==> src/design/lpop_pkg.sv <==
// Package for the length-prefixed object parser.
// Holds the result record, the result kind and error codes, and the parser phase type.
// No dependencies.
`timescale 1ns / 1ps
`default_nettype none

package lpop_pkg;

    localparam logic [2:0] KIND_STR_HDR  = 3'd0;
    localparam logic [2:0] KIND_STR_BYTE = 3'd1;
    localparam logic [2:0] KIND_INT      = 3'd2;
    localparam logic [2:0] KIND_CMP_HDR  = 3'd3;
    localparam logic [2:0] KIND_CMP_BYTE = 3'd4;
    localparam logic [2:0] KIND_ERROR    = 3'd5;

    localparam logic [1:0] CAUSE_UNKNOWN_ENC = 2'd0;
    localparam logic [1:0] CAUSE_TRUNCATED   = 2'd1;
    localparam logic [1:0] CAUSE_LEN_ERROR   = 2'd2;

    // Top two bits of a first length byte.
    localparam logic [1:0] FORM_LEN6  = 2'd0;
    localparam logic [1:0] FORM_LEN14 = 2'd1;
    localparam logic [1:0] FORM_LEN32 = 2'd2;
    localparam logic [1:0] FORM_ENC   = 2'd3;

    // Marker codes after the encoding form.
    localparam logic [5:0] ENC_INT8  = 6'd0;
    localparam logic [5:0] ENC_INT16 = 6'd1;
    localparam logic [5:0] ENC_INT32 = 6'd2;
    localparam logic [5:0] ENC_CMP   = 6'd3;

    localparam logic [31:0] LEN_ERROR_VALUE = 32'hFFFF_FFFF;

    typedef enum logic [3:0] {
        PH_STR_FIRST = 4'd0,
        PH_STR_B2    = 4'd1,
        PH_STR_B4    = 4'd2,
        PH_CMP_FIRST = 4'd3,
        PH_CMP_B2    = 4'd4,
        PH_CMP_B4    = 4'd5,
        PH_RAW_FIRST = 4'd6,
        PH_RAW_B2    = 4'd7,
        PH_RAW_B4    = 4'd8,
        PH_INT       = 4'd9,
        PH_STR_PAY   = 4'd10,
        PH_CMP_PAY   = 4'd11
    } phase_t;

    typedef struct packed {
        logic [2:0]         kind;
        logic [31:0]        length;
        logic [31:0]        raw_length;
        logic signed [31:0] int_value;
        logic [7:0]         data_byte;
        logic [1:0]         error_cause;
        logic               last;
    } result_t;

endpackage

`default_nettype wire

==> src/design/length_prefixed_object_parser.sv <==
// Top level of the length-prefixed object parser: front end, result queue and
// output stage. Depends on lpop_pkg, lpop_front, lpop_queue and lpop_back.
`timescale 1ns / 1ps
`default_nettype none

// Parses a stream of length-prefixed string objects, one byte per request, and
// produces string headers and bytes, sign-extended integers, compressed-blob
// headers and bytes, or errors. The block takes one byte every cycle while the
// queue is not full; the parser updates its registered phase from each byte.
// A result is written into a QUEUE_DEPTH-entry queue and then loaded into the
// output register that drives out_valid. Input requests stall only while the
// queue is full, so a slow consumer back-pressures the input after
// QUEUE_DEPTH + 1 results are pending. Bytes that complete no result (length
// and integer bytes being gathered) produce nothing.

module length_prefixed_object_parser
#(
    parameter int QUEUE_DEPTH = 2
)
(
    input  wire logic               clk,
    input  wire logic               rst_n,
    input  wire logic               in_valid,
    output logic                    in_ready,
    input  wire logic [7:0]         in_byte,
    input  wire logic               stream_end,
    output logic                    out_valid,
    input  wire logic               out_ready,
    output logic [2:0]              kind,
    output logic [31:0]             length,
    output logic [31:0]             raw_length,
    output logic signed [31:0]      int_value,
    output logic [7:0]              data_byte,
    output logic [1:0]              error_cause,
    output logic                    last
);
    import lpop_pkg::*;

    logic    q_full;
    logic    q_empty;
    logic    q_pop;
    logic    front_valid;
    result_t front_res;
    result_t q_data;
    result_t out_res;

    lpop_front u_front
    (
        .clk        (clk),
        .rst_n      (rst_n),
        .in_valid   (in_valid),
        .in_ready   (in_ready),
        .in_byte    (in_byte),
        .stream_end (stream_end),
        .q_full     (q_full),
        .res_valid  (front_valid),
        .res        (front_res)
    );

    lpop_queue #(.DEPTH(QUEUE_DEPTH)) u_queue
    (
        .clk       (clk),
        .rst_n     (rst_n),
        .push      (front_valid),
        .push_data (front_res),
        .pop       (q_pop),
        .pop_data  (q_data),
        .full      (q_full),
        .empty     (q_empty)
    );

    lpop_back u_back
    (
        .clk       (clk),
        .rst_n     (rst_n),
        .q_empty   (q_empty),
        .q_data    (q_data),
        .q_pop     (q_pop),
        .out_valid (out_valid),
        .out_ready (out_ready),
        .res       (out_res)
    );

    assign kind        = out_res.kind;
    assign length      = out_res.length;
    assign raw_length  = out_res.raw_length;
    assign int_value   = out_res.int_value;
    assign data_byte   = out_res.data_byte;
    assign error_cause = out_res.error_cause;
    assign last        = out_res.last;

`ifndef ASSERT_OFF
    // The front end never produces a result while the queue has no room.
    a_no_overflow: assert property (@(posedge clk) disable iff (!rst_n)
        front_valid |-> !q_full)
        else $error("result pushed into a full queue");

    // Every error closes its object.
    a_error_last: assert property (@(posedge clk) disable iff (!rst_n)
        (front_valid && (front_res.kind == KIND_ERROR)) |-> front_res.last)
        else $error("error result without last");

    // A taken result with more waiting in the queue is followed at once.
    a_back_refill: assert property (@(posedge clk) disable iff (!rst_n)
        (out_valid && out_ready && !q_empty) |=> out_valid)
        else $error("output stage failed to refill from the queue");
`endif

endmodule

`default_nettype wire

==> src/design/lpop_front.sv <==
// Front end of the parser: accepts stream bytes, tracks the object phase and
// builds at most one result record per byte. Depends on lpop_pkg.
`timescale 1ns / 1ps
`default_nettype none

module lpop_front
(
    input  wire logic            clk,
    input  wire logic            rst_n,
    input  wire logic            in_valid,
    output logic                 in_ready,
    input  wire logic [7:0]      in_byte,
    input  wire logic            stream_end,
    input  wire logic            q_full,
    output logic                 res_valid,
    output lpop_pkg::result_t    res
);
    import lpop_pkg::*;

    localparam logic [1:0] CTX_STR = 2'd0;
    localparam logic [1:0] CTX_CMP = 2'd1;
    localparam logic [1:0] CTX_RAW = 2'd2;

    phase_t      phase_reg, phase_next;
    logic [31:0] gath_reg, gath_next;
    logic [2:0]  cnt_reg, cnt_next;
    logic [1:0]  iwk_reg, iwk_next;
    logic [31:0] saved_reg, saved_next;
    logic [31:0] rem_reg, rem_next;

    logic        take;
    logic [1:0]  form;
    logic [5:0]  low;
    logic [1:0]  ctx;
    logic        first_ph;
    logic        len_done;
    logic [31:0] len_val;
    logic        len_err;
    logic [2:0]  cnt_dec;
    logic        cnt_done;
    logic [2:0]  int_total;
    logic [1:0]  int_idx;
    logic [31:0] gath_ins;
    logic [31:0] int_ext;
    logic [31:0] rem_dec;

    function automatic phase_t phase_b2(input logic [1:0] c);
        phase_t p;
        case (c)
            CTX_STR: p = PH_STR_B2;
            CTX_CMP: p = PH_CMP_B2;
            default: p = PH_RAW_B2;
        endcase
        return p;
    endfunction

    function automatic phase_t phase_b4(input logic [1:0] c);
        phase_t p;
        case (c)
            CTX_STR: p = PH_STR_B4;
            CTX_CMP: p = PH_CMP_B4;
            default: p = PH_RAW_B4;
        endcase
        return p;
    endfunction

    assign in_ready = !q_full;
    assign take     = in_valid && in_ready;
    assign form     = in_byte[7:6];
    assign low      = in_byte[5:0];
    assign cnt_dec  = cnt_reg - 3'd1;
    // A gather finishes when the count runs out or wraps past the longest form.
    assign cnt_done = (cnt_dec == 3'd0) || (cnt_dec > 3'd4);
    assign rem_dec  = rem_reg - 32'd1;
    // Only a first length byte is decoded by its form; later length bytes are data.
    assign first_ph = (phase_reg == PH_STR_FIRST) || (phase_reg == PH_CMP_FIRST) ||
                      (phase_reg == PH_RAW_FIRST);

    // Length gathering shared by the three length contexts.
    always_comb
    begin
        ctx      = CTX_STR;
        len_done = 1'b0;
        len_val  = {26'd0, low};
        case (phase_reg)
            PH_CMP_FIRST, PH_CMP_B2, PH_CMP_B4: ctx = CTX_CMP;
            PH_RAW_FIRST, PH_RAW_B2, PH_RAW_B4: ctx = CTX_RAW;
            default:                            ctx = CTX_STR;
        endcase
        case (phase_reg)
            PH_STR_FIRST, PH_CMP_FIRST, PH_RAW_FIRST:
            begin
                // Inside a compressed blob the encoding form reads as a 6-bit length.
                len_done = (form == FORM_LEN6) || ((form == FORM_ENC) && (ctx != CTX_STR));
                len_val  = {26'd0, low};
            end
            PH_STR_B2, PH_CMP_B2, PH_RAW_B2:
            begin
                len_done = 1'b1;
                len_val  = {18'd0, gath_reg[5:0], in_byte};
            end
            PH_STR_B4, PH_CMP_B4, PH_RAW_B4:
            begin
                len_done = cnt_done;
                len_val  = {gath_reg[23:0], in_byte};
            end
            default:
            begin
                len_done = 1'b0;
                len_val  = {26'd0, low};
            end
        endcase
    end

    assign len_err = len_done && (len_val == LEN_ERROR_VALUE);

    // Little-endian integer gather and sign extension.
    always_comb
    begin
        case (iwk_reg)
            2'd0:    int_total = 3'd1;
            2'd1:    int_total = 3'd2;
            default: int_total = 3'd4;
        endcase
        int_idx  = 2'(int_total - cnt_reg);
        gath_ins = gath_reg | ({24'd0, in_byte} << {int_idx, 3'b000});
        int_ext  = gath_ins;
        if ((int_total == 3'd1) && gath_ins[7])
        begin
            int_ext = gath_ins | 32'hFFFF_FF00;
        end
        else if ((int_total == 3'd2) && gath_ins[15])
        begin
            int_ext = gath_ins | 32'hFFFF_0000;
        end
    end

    // Next state.
    always_comb
    begin
        phase_next = phase_reg;
        gath_next  = gath_reg;
        cnt_next   = cnt_reg;
        iwk_next   = iwk_reg;
        saved_next = saved_reg;
        rem_next   = rem_reg;
        if (take)
        begin
            if (stream_end)
            begin
                phase_next = PH_STR_FIRST;
            end
            else
            begin
                case (phase_reg)
                    PH_STR_FIRST, PH_CMP_FIRST, PH_RAW_FIRST,
                    PH_STR_B2, PH_CMP_B2, PH_RAW_B2,
                    PH_STR_B4, PH_CMP_B4, PH_RAW_B4:
                    begin
                        if ((phase_reg == PH_STR_B4) || (phase_reg == PH_CMP_B4) ||
                            (phase_reg == PH_RAW_B4))
                        begin
                            gath_next = len_val;
                            cnt_next  = cnt_dec;
                        end
                        if (len_done)
                        begin
                            if (len_err)
                            begin
                                phase_next = PH_STR_FIRST;
                            end
                            else if (ctx == CTX_STR)
                            begin
                                rem_next   = len_val;
                                phase_next = (len_val != 32'd0) ? PH_STR_PAY : PH_STR_FIRST;
                            end
                            else if (ctx == CTX_CMP)
                            begin
                                saved_next = len_val;
                                phase_next = PH_RAW_FIRST;
                            end
                            else
                            begin
                                rem_next   = saved_reg;
                                phase_next = (saved_reg != 32'd0) ? PH_CMP_PAY : PH_STR_FIRST;
                            end
                        end
                        else if (first_ph)
                        begin
                            if (form == FORM_LEN14)
                            begin
                                gath_next  = {26'd0, low};
                                phase_next = phase_b2(ctx);
                            end
                            else if (form == FORM_LEN32)
                            begin
                                gath_next  = 32'd0;
                                cnt_next   = 3'd4;
                                phase_next = phase_b4(ctx);
                            end
                            else if ((low == ENC_INT8) || (low == ENC_INT16) ||
                                     (low == ENC_INT32))
                            begin
                                iwk_next   = low[1:0];
                                gath_next  = 32'd0;
                                cnt_next   = (low == ENC_INT8) ? 3'd1 :
                                             ((low == ENC_INT16) ? 3'd2 : 3'd4);
                                phase_next = PH_INT;
                            end
                            else if (low == ENC_CMP)
                            begin
                                phase_next = PH_CMP_FIRST;
                            end
                            else
                            begin
                                phase_next = PH_STR_FIRST;
                            end
                        end
                    end
                    PH_INT:
                    begin
                        gath_next = gath_ins;
                        cnt_next  = cnt_dec;
                        if (cnt_done)
                        begin
                            phase_next = PH_STR_FIRST;
                        end
                    end
                    PH_STR_PAY, PH_CMP_PAY:
                    begin
                        rem_next = rem_dec;
                        if (rem_dec == 32'd0)
                        begin
                            phase_next = PH_STR_FIRST;
                        end
                    end
                    default:
                    begin
                        phase_next = PH_STR_FIRST;
                    end
                endcase
            end
        end
    end

    // Result record.
    always_comb
    begin
        res_valid = 1'b0;
        res       = '0;
        if (take)
        begin
            if (stream_end)
            begin
                if (phase_reg != PH_STR_FIRST)
                begin
                    res_valid       = 1'b1;
                    res.kind        = KIND_ERROR;
                    res.error_cause = CAUSE_TRUNCATED;
                    res.last        = 1'b1;
                end
            end
            else
            begin
                case (phase_reg)
                    PH_STR_FIRST, PH_CMP_FIRST, PH_RAW_FIRST,
                    PH_STR_B2, PH_CMP_B2, PH_RAW_B2,
                    PH_STR_B4, PH_CMP_B4, PH_RAW_B4:
                    begin
                        if (len_done)
                        begin
                            if (len_err)
                            begin
                                res_valid       = 1'b1;
                                res.kind        = KIND_ERROR;
                                res.error_cause = CAUSE_LEN_ERROR;
                                res.last        = 1'b1;
                            end
                            else if (ctx == CTX_STR)
                            begin
                                res_valid  = 1'b1;
                                res.kind   = KIND_STR_HDR;
                                res.length = len_val;
                                res.last   = (len_val == 32'd0);
                            end
                            else if (ctx == CTX_RAW)
                            begin
                                res_valid      = 1'b1;
                                res.kind       = KIND_CMP_HDR;
                                res.length     = saved_reg;
                                res.raw_length = len_val;
                                res.last       = (saved_reg == 32'd0);
                            end
                        end
                        else if (first_ph && (form == FORM_ENC) && (low > ENC_CMP))
                        begin
                            res_valid       = 1'b1;
                            res.kind        = KIND_ERROR;
                            res.error_cause = CAUSE_UNKNOWN_ENC;
                            res.last        = 1'b1;
                        end
                    end
                    PH_INT:
                    begin
                        if (cnt_done)
                        begin
                            res_valid     = 1'b1;
                            res.kind      = KIND_INT;
                            res.int_value = int_ext;
                            res.last      = 1'b1;
                        end
                    end
                    PH_STR_PAY, PH_CMP_PAY:
                    begin
                        res_valid     = 1'b1;
                        res.kind      = (phase_reg == PH_STR_PAY) ? KIND_STR_BYTE : KIND_CMP_BYTE;
                        res.data_byte = in_byte;
                        res.last      = (rem_dec == 32'd0);
                    end
                    default:
                    begin
                        res_valid = 1'b0;
                    end
                endcase
            end
        end
    end

    always_ff @(posedge clk or negedge rst_n)
    begin
        if (!rst_n)
        begin
            phase_reg <= PH_STR_FIRST;
        end
        else
        begin
            phase_reg <= phase_next;
        end
    end

    always_ff @(posedge clk)
    begin
        gath_reg  <= gath_next;
        cnt_reg   <= cnt_next;
        iwk_reg   <= iwk_next;
        saved_reg <= saved_next;
        rem_reg   <= rem_next;
    end

endmodule

`default_nettype wire

==> src/design/lpop_queue.sv <==
// Short result queue between the parser front end and the output stage.
// Register-based circular buffer of result records. Depends on lpop_pkg.
`timescale 1ns / 1ps
`default_nettype none

module lpop_queue
#(
    parameter int DEPTH = 2
)
(
    input  wire logic               clk,
    input  wire logic               rst_n,
    input  wire logic               push,
    input  wire lpop_pkg::result_t  push_data,
    input  wire logic               pop,
    output lpop_pkg::result_t       pop_data,
    output logic                    full,
    output logic                    empty
);
    import lpop_pkg::*;

    localparam int PTR_W = (DEPTH > 1) ? $clog2(DEPTH) : 1;
    localparam int CNT_W = $clog2(DEPTH + 1);
    localparam logic [PTR_W-1:0] PTR_LAST = PTR_W'(DEPTH - 1);
    localparam logic [CNT_W-1:0] CNT_FULL = CNT_W'(DEPTH);

    result_t          mem_reg [DEPTH];
    logic [PTR_W-1:0] wr_ptr_reg, wr_ptr_next;
    logic [PTR_W-1:0] rd_ptr_reg, rd_ptr_next;
    logic [CNT_W-1:0] count_reg, count_next;

    assign full     = (count_reg == CNT_FULL);
    assign empty    = (count_reg == '0);
    assign pop_data = mem_reg[rd_ptr_reg];

    always_comb
    begin
        wr_ptr_next = wr_ptr_reg;
        rd_ptr_next = rd_ptr_reg;
        count_next  = count_reg;
        if (push)
        begin
            wr_ptr_next = (wr_ptr_reg == PTR_LAST) ? '0 : wr_ptr_reg + PTR_W'(1);
        end
        if (pop)
        begin
            rd_ptr_next = (rd_ptr_reg == PTR_LAST) ? '0 : rd_ptr_reg + PTR_W'(1);
        end
        if (push && !pop)
        begin
            count_next = count_reg + CNT_W'(1);
        end
        else if (pop && !push)
        begin
            count_next = count_reg - CNT_W'(1);
        end
    end

    always_ff @(posedge clk or negedge rst_n)
    begin
        if (!rst_n)
        begin
            wr_ptr_reg <= '0;
            rd_ptr_reg <= '0;
            count_reg  <= '0;
        end
        else
        begin
            wr_ptr_reg <= wr_ptr_next;
            rd_ptr_reg <= rd_ptr_next;
            count_reg  <= count_next;
        end
    end

    always_ff @(posedge clk)
    begin
        if (push)
        begin
            mem_reg[wr_ptr_reg] <= push_data;
        end
    end

endmodule

`default_nettype wire

==> src/design/lpop_back.sv <==
// Output stage of the parser: pulls result records from the queue into an
// output register and hands them out on the result channel. Depends on lpop_pkg.
`timescale 1ns / 1ps
`default_nettype none

module lpop_back
(
    input  wire logic               clk,
    input  wire logic               rst_n,
    input  wire logic               q_empty,
    input  wire lpop_pkg::result_t  q_data,
    output logic                    q_pop,
    output logic                    out_valid,
    input  wire logic               out_ready,
    output lpop_pkg::result_t       res
);
    import lpop_pkg::*;

    logic    valid_reg, valid_next;
    result_t res_reg;

    // The output register refills from a non-empty queue when empty or taken.
    assign q_pop      = !q_empty && (!valid_reg || out_ready);
    assign valid_next = q_pop || (valid_reg && !out_ready);
    assign out_valid  = valid_reg;
    assign res        = res_reg;

    always_ff @(posedge clk or negedge rst_n)
    begin
        if (!rst_n)
        begin
            valid_reg <= 1'b0;
        end
        else
        begin
            valid_reg <= valid_next;
        end
    end

    always_ff @(posedge clk)
    begin
        if (q_pop)
        begin
            res_reg <= q_data;
        end
    end

endmodule

`default_nettype wire

==> config.mk <==
export PLATFORM = sky130hd
export DESIGN_NAME = length_prefixed_object_parser
export DESIGN_NICKNAME = d
export VERILOG_FILES = /design/src/design/lpop_pkg.sv /design/src/design/length_prefixed_object_parser.sv /design/src/design/lpop_front.sv /design/src/design/lpop_queue.sv /design/src/design/lpop_back.sv
export SDC_FILE = /design/constraint.sdc
export NUM_CORES = 1
export LEC_CHECK = 0
export BUFFER_PORTS_ARGS = -buffer_cell sky130_fd_sc_hd__buf_4
export CORE_MARGIN = 3
export CORE_UTILIZATION = 55
export CTS_BUF_LIST = sky130_fd_sc_hd__clkbuf_8 sky130_fd_sc_hd__clkbuf_16
export DETAILED_ROUTE_END_ITERATION = 8
export PLACE_DENSITY = 0.73
export SETUP_SLACK_MARGIN = 0.3
export SYNTH_ARGS = -nofsm -noshare
export SYNTH_HDL_FRONTEND = slang
export SYNTH_SLANG_ARGS = --single-unit
==> constraint.sdc <==
create_clock -name clk -period 9.3 [get_ports clk]
set_clock_uncertainty 0.05 [all_clocks]
set_input_delay 2.325 -clock clk [delete_from_list [all_inputs] [get_ports clk]]
set_output_delay 2.325 -clock clk [all_outputs]
set_load 0.005 [all_outputs]
==> qor.csv, run 1 <==
metric,value,unit
status,"complete, no violations",
die_w,191,um
power_density,340,nW/um2
synth_warnings,0,
grt_usage,25.0,%
synth-edff-count,431,
max_freq,171,MHz
grt_pass1_wl,69.0,mm
grt_max_degree,73,
critPathSlowestCell,and2_4,
clk_pin_slew,0.06,ns
yosysSeqAreaShare,69.8,%
place_congestion,0.970,
cap_violations,0,
dr_total_vias,12000,
cp_data_required_time,9.42,ns
antenna_left,0,
cts_setup_buffers,0,
async_reset_ff_share,2.05,%
crit_fanout,64,
die_area,36500,um2
fillers,2518,
drt_iter0_drc,1523,
syn_area,18900,um2
crit_path_cell_trace,buf_4 -> a22oi_1 -> o22a_1 -> a31oi_1 -> o31ai_2 -> o21ai_0 -> a31oi_1 -> and2_4 -> buf_4,
antenna_found_initial,0,
endpoint_kind,flop,
syn_nets,1347,
cts-hold-fix-buffers,0,
largest_reg_flops,220,
ys_seq_elements,440,
clkLatencyLatePin,0.55,ns
drive_gt1_share,23.5,%
layout.nets,1458,
avgSynthCellArea,14.2,um2
placementRows,67,
worst_pin_slew,1.18,ns
cts_inserted_buffers,44,
synth-compound-area-share,8.93,%
finalWirelength,45.7,mm
root_buffer,clkbuf_16,
hold_viol,0,
layout_min_cycle_time,5.86,ns
cts_tree,done,
synthXorXnorAreaFrac,1.90,%
grtUsageMet2,39.6,%
grtUsageMet3,4.77,%
clockBufferDepth,3,
synth-main-ff-cell,edfxtp_1,
post-dp-hpwl,30.8,mm
ys_types,65,
maxSlewHeadroom,21.4,%
muxShareOfSynthArea,6.57,%
die_h,191,um
finalSetupTns,0,ns
busiest_layer,met2,
wire_per_inst,23.8,um
via_per_inst,6.26,
pin_count,125,
htree_levels,2,
power.total,7350,uW
critPathMaxStageDelay,0.84,ns
leakagePower,0.00752,uW
synth_top_cell_area_share,68.6,%
path_class,primary input to flop,
num_antenna_cells,0,
firstDrtPassIters,6,
grt.overflow.total,0,
area_growth,14.6,%
port_buffers,124,
synth_largest_area_cell,edfxtp_1,
cts-resized-gates,0,
synthSimpleGateAreaFrac,10.0,%
synth_area_leaders,"edfxtp_1 69%, mux2_2 6.6%, a21oi_1 2.3%, nor2_1 2.1%, a22oi_1 1.7%",
startpoint_type,primary input,
synth_top_family_by_area,simple AND/OR/NAND/NOR gates,
min_path_type,flop to flop,
rsz0062_at_grt,no,
drc,0,
irDropWorstVdd,0.361,mV
core_area,33700,um2
first_global_vias,11400,
maxSlewViolCount,0,
start_util,56.0,%
synth_adder_area_share,0.398,%
period_share,63.0,%
synthCells,1328,
setup_viol,0,
arrival,5.98,ns
cts_sinks,440,
grt_use_met1,35.0,%
layout make-up:
type                            instances  area, um2  area share, %
Timing Repair Buffer                  145       1090           5.04
Clock buffer                           45       1130           5.21
Tap cell                              448        561           2.59
Inverter                               26        100          0.463
Clock inverter                         34        298           1.38
Multi-Input combinational cell        782       5270           24.4
Sequential cell                       440      13200           60.9
cell usage after synthesis (24+ instances only):
cell type  instances
a21oi_1           86
a22oi_1           42
and3_1            24
clkbuf_1          68
edfxtp_1         431
inv_1             26
mux2_2           110
nand2_1           73
nor2_1           103
nor3_1            36
nor4_1            29
o21ai_0           34
xnor2_1           24
layer usage:
layer	share of wire, %	wire length (um)
met5	0	0
met4	3.9	1780
met3	9.1	4160
met2	47	21300
met1	40	18500
cell usage in the layout, fill, tap and decap left out, types with 5 or more instances in the layout:
| cell | count |
|---|---|
| a211o_1 | 9 |
| a211oi_1 | 5 |
| a21oi_1 | 85 |
| a221o_1 | 15 |
| a22o_1 | 8 |
| a22oi_1 | 42 |
| a31oi_1 | 12 |
| and2_1 | 22 |
| and3_1 | 24 |
| buf_4 | 145 |
| bufinv_16 | 5 |
| clkbuf_16 | 45 |
| clkinv_1 | 8 |
| clkinv_2 | 6 |
| dfrtp_1 | 8 |
| edfxtp_1 | 431 |
| ha_1 | 6 |
| inv_1 | 33 |
| mux2_2 | 110 |
| nand2_1 | 73 |
| nand2b_1 | 6 |
| nand3_1 | 9 |
| nand3b_1 | 5 |
| nand4_1 | 17 |
| nor2_1 | 101 |
| nor2b_1 | 9 |
| nor3_1 | 36 |
| nor4_1 | 29 |
| nor4b_1 | 5 |
| o211ai_1 | 9 |
| o21ai_0 | 33 |
| o22ai_1 | 7 |
| or2_2 | 6 |
| or3_1 | 6 |
| or4_1 | 5 |
| xnor2_1 | 24 |
| xor2_1 | 14 |
through the flow:
| step | area (um2) | hold WS [ns] | setup WS [ns] | cells | utilization [%] |
|---|---|---|---|---|---|
| final | 21600 | 0.457 | 3.44 | 1920 | 64.1 |
| after global routing | 21600 | 0.499 | 3.14 | 1920 | 64.1 |
| after CTS | 21600 | 0.462 | 3.50 | 1920 | 64.1 |
| after detailed placement | 20200 | 0.445 | 2.94 | 1841 | 59.9 |
| after global placement | 20200 | 0.440 | 3.07 | 1841 | 59.9 |
| after floorplan | 18900 | 0.423 | 2.03 | 1328 | - |
worst paths after layout:
kind / startpoint / to / slack (ns) / cells after the start
min reg2reg: u_back.out_valid$_DFF_PN0_ / u_back.out_valid$_DFF_PN0_ / 0.46 / 2
min: u_back.out_valid$_DFF_PN0_ / u_back.out_valid$_DFF_PN0_ / 0.46 / 2
max: in_byte[6] / u_queue.mem_reg[1][64]$_DFFE_PP_ / 3.44 / 9
min in group asynchronous: rst_n / u_queue.rd_ptr_reg$_DFFE_PN0P_ / 1.55 / 1
max reg2reg: u_front.cnt_reg[0]$_DFFE_PP_ / u_queue.mem_reg[1][64]$_DFFE_PP_ / 4.33 / 10
max in group asynchronous: rst_n / u_queue.rd_ptr_reg$_DFFE_PN0P_ / 7.50 / 1
critical path: cells and delay by family:
kind / cells / cell delay [ns]
buffers and inverters: 2 / 0.87
AO/OA/AOI/OAI: 6 / 1.88
AND/OR/NAND/NOR: 1 / 0.84
where the power goes:
part,internal (uW),switching (uW),total (uW)
clock,1020,725,1740
combinational,930,1350,2280
sequential,3010,319,3330
logic make-up (layout without fill, tap and decap cells):
kind of cell               after synthesis  in the layout
muxes                                  110            110
xor gates and xnor gates                39             39
buffers and inverters                  106            250
adders and majority gates                6              6
DFF                                    440            440
AOI/OAI and AO/OA                      255            255
and+or+nand+nor                        372            372
Note: power is estimated with default switching activity, not from simulation.
==> inputs of run 2 (changes only) <==
clock period = 5.6 ns   (was 9.3 ns; I/O delays follow)
==> run 2 against run 1 <==
  * Via count about the same
  * Critical path depth increased by 1
  * Worst hold slack got worse by 0.0039 ns
  * Non-clock buffer count increased by 4
  * Routed wire length increased by 0.48%
  * Sequential share of layout area decreased by 0.24 points
  * Register-to-register slack got worse by 3.0 ns
  * Clock power increased by 65%
  * Sequential cell count unchanged
  * Clock-buffer cell count increased by 1
  * Largest power group unchanged
  * Highest routed layer unchanged
==> qor.csv, run 2 (synthesis results as in run 1) <==
metric,value,unit,change
hold_viol,0,,unchanged
finalSetupTns,0,ns,unchanged
area_growth,15.1,%,was 14.6%
final_cell_mix,"431 x edfxtp_1, 145 x buf_4, 110 x mux2_2, 101 x nor2_1, 85 x a21oi_1",,unchanged
cts_tree,done,,unchanged
pin_count,125,,unchanged
layout_min_cycle_time,4.31,ns,
die_h,191,um,unchanged
place_congestion,0.951,,was 0.970
finalWirelength,45.9,mm,was 45.7 mm
port_buffers,124,,unchanged
first_global_vias,11500,,was 11400
setup_viol,0,,unchanged
power_density,564,nW/um2,was 340 nW/um2
period_share,77.0,%,
wire_per_inst,23.8,um,about the same
htree_levels,2,,unchanged
die_w,191,um,unchanged
multi_input_area,5270,um2,about the same
grt_max_degree,70,,was 73
grt_usage,25.1,%,was 25.0%
max_freq,232,MHz,
firstDrtPassIters,6,,unchanged
cts_inserted_buffers,44,,unchanged
cts_setup_buffers,0,,unchanged
clk_pin_slew,0.06,ns,about the same
core_area,33700,um2,unchanged
path_class,flop to flop,,was primary input to flop
cap_violations,0,,unchanged
drc,0,,unchanged
seq_area,13200,um2,unchanged
antenna_found_initial,0,,unchanged
final_common_cell,edfxtp_1,,unchanged
maxSlewViolCount,0,,unchanged
drive_gt1_share,23.9,%,was 23.5%
layout.nets,1462,,was 1458
startpoint_type,flop,,was primary input
placementRows,67,,unchanged
worst_pin_slew,1.15,ns,was 1.18 ns
grt_pass1_wl,69.3,mm,was 69.0 mm
leakagePower,0.00756,uW,was 0.00752 uW
grt.overflow.total,0,,unchanged
cts_sinks,440,,unchanged
largest_reg_flops,220,,unchanged
die_area,36500,um2,unchanged
endpoint_kind,flop,,unchanged
rsz0062_at_grt,no,,unchanged
cts-resized-gates,0,,unchanged
root_buffer,clkbuf_16,,unchanged
cts-hold-fix-buffers,0,,unchanged
post-dp-hpwl,31.0,mm,was 30.8 mm
cp_data_required_time,5.78,ns,was 9.42 ns
clockBufferDepth,3,,unchanged
status,"complete, no violations",,unchanged
dr_total_vias,12000,,about the same
maxSlewHeadroom,23.4,%,was 21.4%
crit_fanout,41,,was 64
num_antenna_cells,0,,unchanged
final_util,64.4,%,was 64.1%
via_per_inst,6.24,,was 6.26
start_util,56.0,%,unchanged
antenna_left,0,,unchanged
irDropWorstVdd,0.477,mV,was 0.361 mV
fillers,2486,,was 2518
min_path_type,flop to flop,,unchanged
drt_iter0_drc,1609,,was 1523
clkLatencyLatePin,0.56,ns,was 0.55 ns
arrival,4.49,ns,was 5.98 ns
-- run 2: final timing paths --
kind / startpoint / endpoint / slack, ns / cells after the start
setup / recovery: u_front.cnt_reg[0]$_DFFE_PP_ / u_queue.mem_reg[0][77]$_DFFE_PP_ / 1.29 / 10
hold / removal: u_back.out_valid$_DFF_PN0_ / u_back.out_valid$_DFF_PN0_ / 0.45 / 2
setup reg to reg: u_front.cnt_reg[0]$_DFFE_PP_ / u_queue.mem_reg[0][77]$_DFFE_PP_ / 1.29 / 10
hold reg to reg: u_back.out_valid$_DFF_PN0_ / u_back.out_valid$_DFF_PN0_ / 0.45 / 2
max in group asynchronous: rst_n / u_queue.rd_ptr_reg$_DFFE_PN0P_ / 4.72 / 1
min in group asynchronous: rst_n / u_front.phase_reg[3]$_DFFE_PN0P_ / 0.61 / 1
-- run 2: final cells by class --
type	count	area share [%]
Clock buffer	46	5.20
Clock inverter	35	1.37
Timing Repair Buffer	149	5.39
Inverter	26	0.461
Sequential cell	440	60.7
Multi-Input combinational cell	782	24.3
Tap cell	448	2.58
-- run 2: metal layers --
layer	wire length, um	vias up	track usage (%)
li1	-	5351	-
met1	18300	5927	35.3
met3	4370	108	4.46
met5	0	-	0
met2	21600	635	40.2
met4	1640	0	8.30
-- run 2: power breakdown --
part | internal, uW | leakage, uW | switching, uW
Clock | 1650 | 0.000729 | 1220
Combinational | 1590 | 0.00264 | 2210
Sequential | 4980 | 0.00419 | 575
Total | 8230 | 0.00756 | 4010
-- run 2: critical path: stages, from the launching register on --
cell,delay (ns)
edfxtp_1,0.45
inv_1,0.09
ha_1,0.20
xor3_2,0.51
nor3_1,0.33
a211oi_1,0.13
o31ai_2,0.61
o21ai_0,0.19
a31oi_1,0.47
nor2b_4,0.61
buf_12,0.31
-- run 2: per-stage QoR --
| stage | hold slack, ns | total power [uW] | cells | setup WS, ns | instance area [um2] |
|---|---|---|---|---|---|
| 2_1_floorplan | 0.429 | 7810 | 1328 | 0.410 | 18900 |
| 3_3_place_gp | 0.448 | 9310 | 1845 | 0.908 | 20300 |
| 3_5_place_dp | 0.447 | 9360 | 1845 | 0.806 | 20300 |
| 4_1_cts | 0.465 | 12300 | 1926 | 1.31 | 21700 |
| 5_1_grt | 0.489 | 12800 | 1926 | 0.959 | 21700 |
| 6_report | 0.453 | 12200 | 1926 | 1.29 | 21700 |
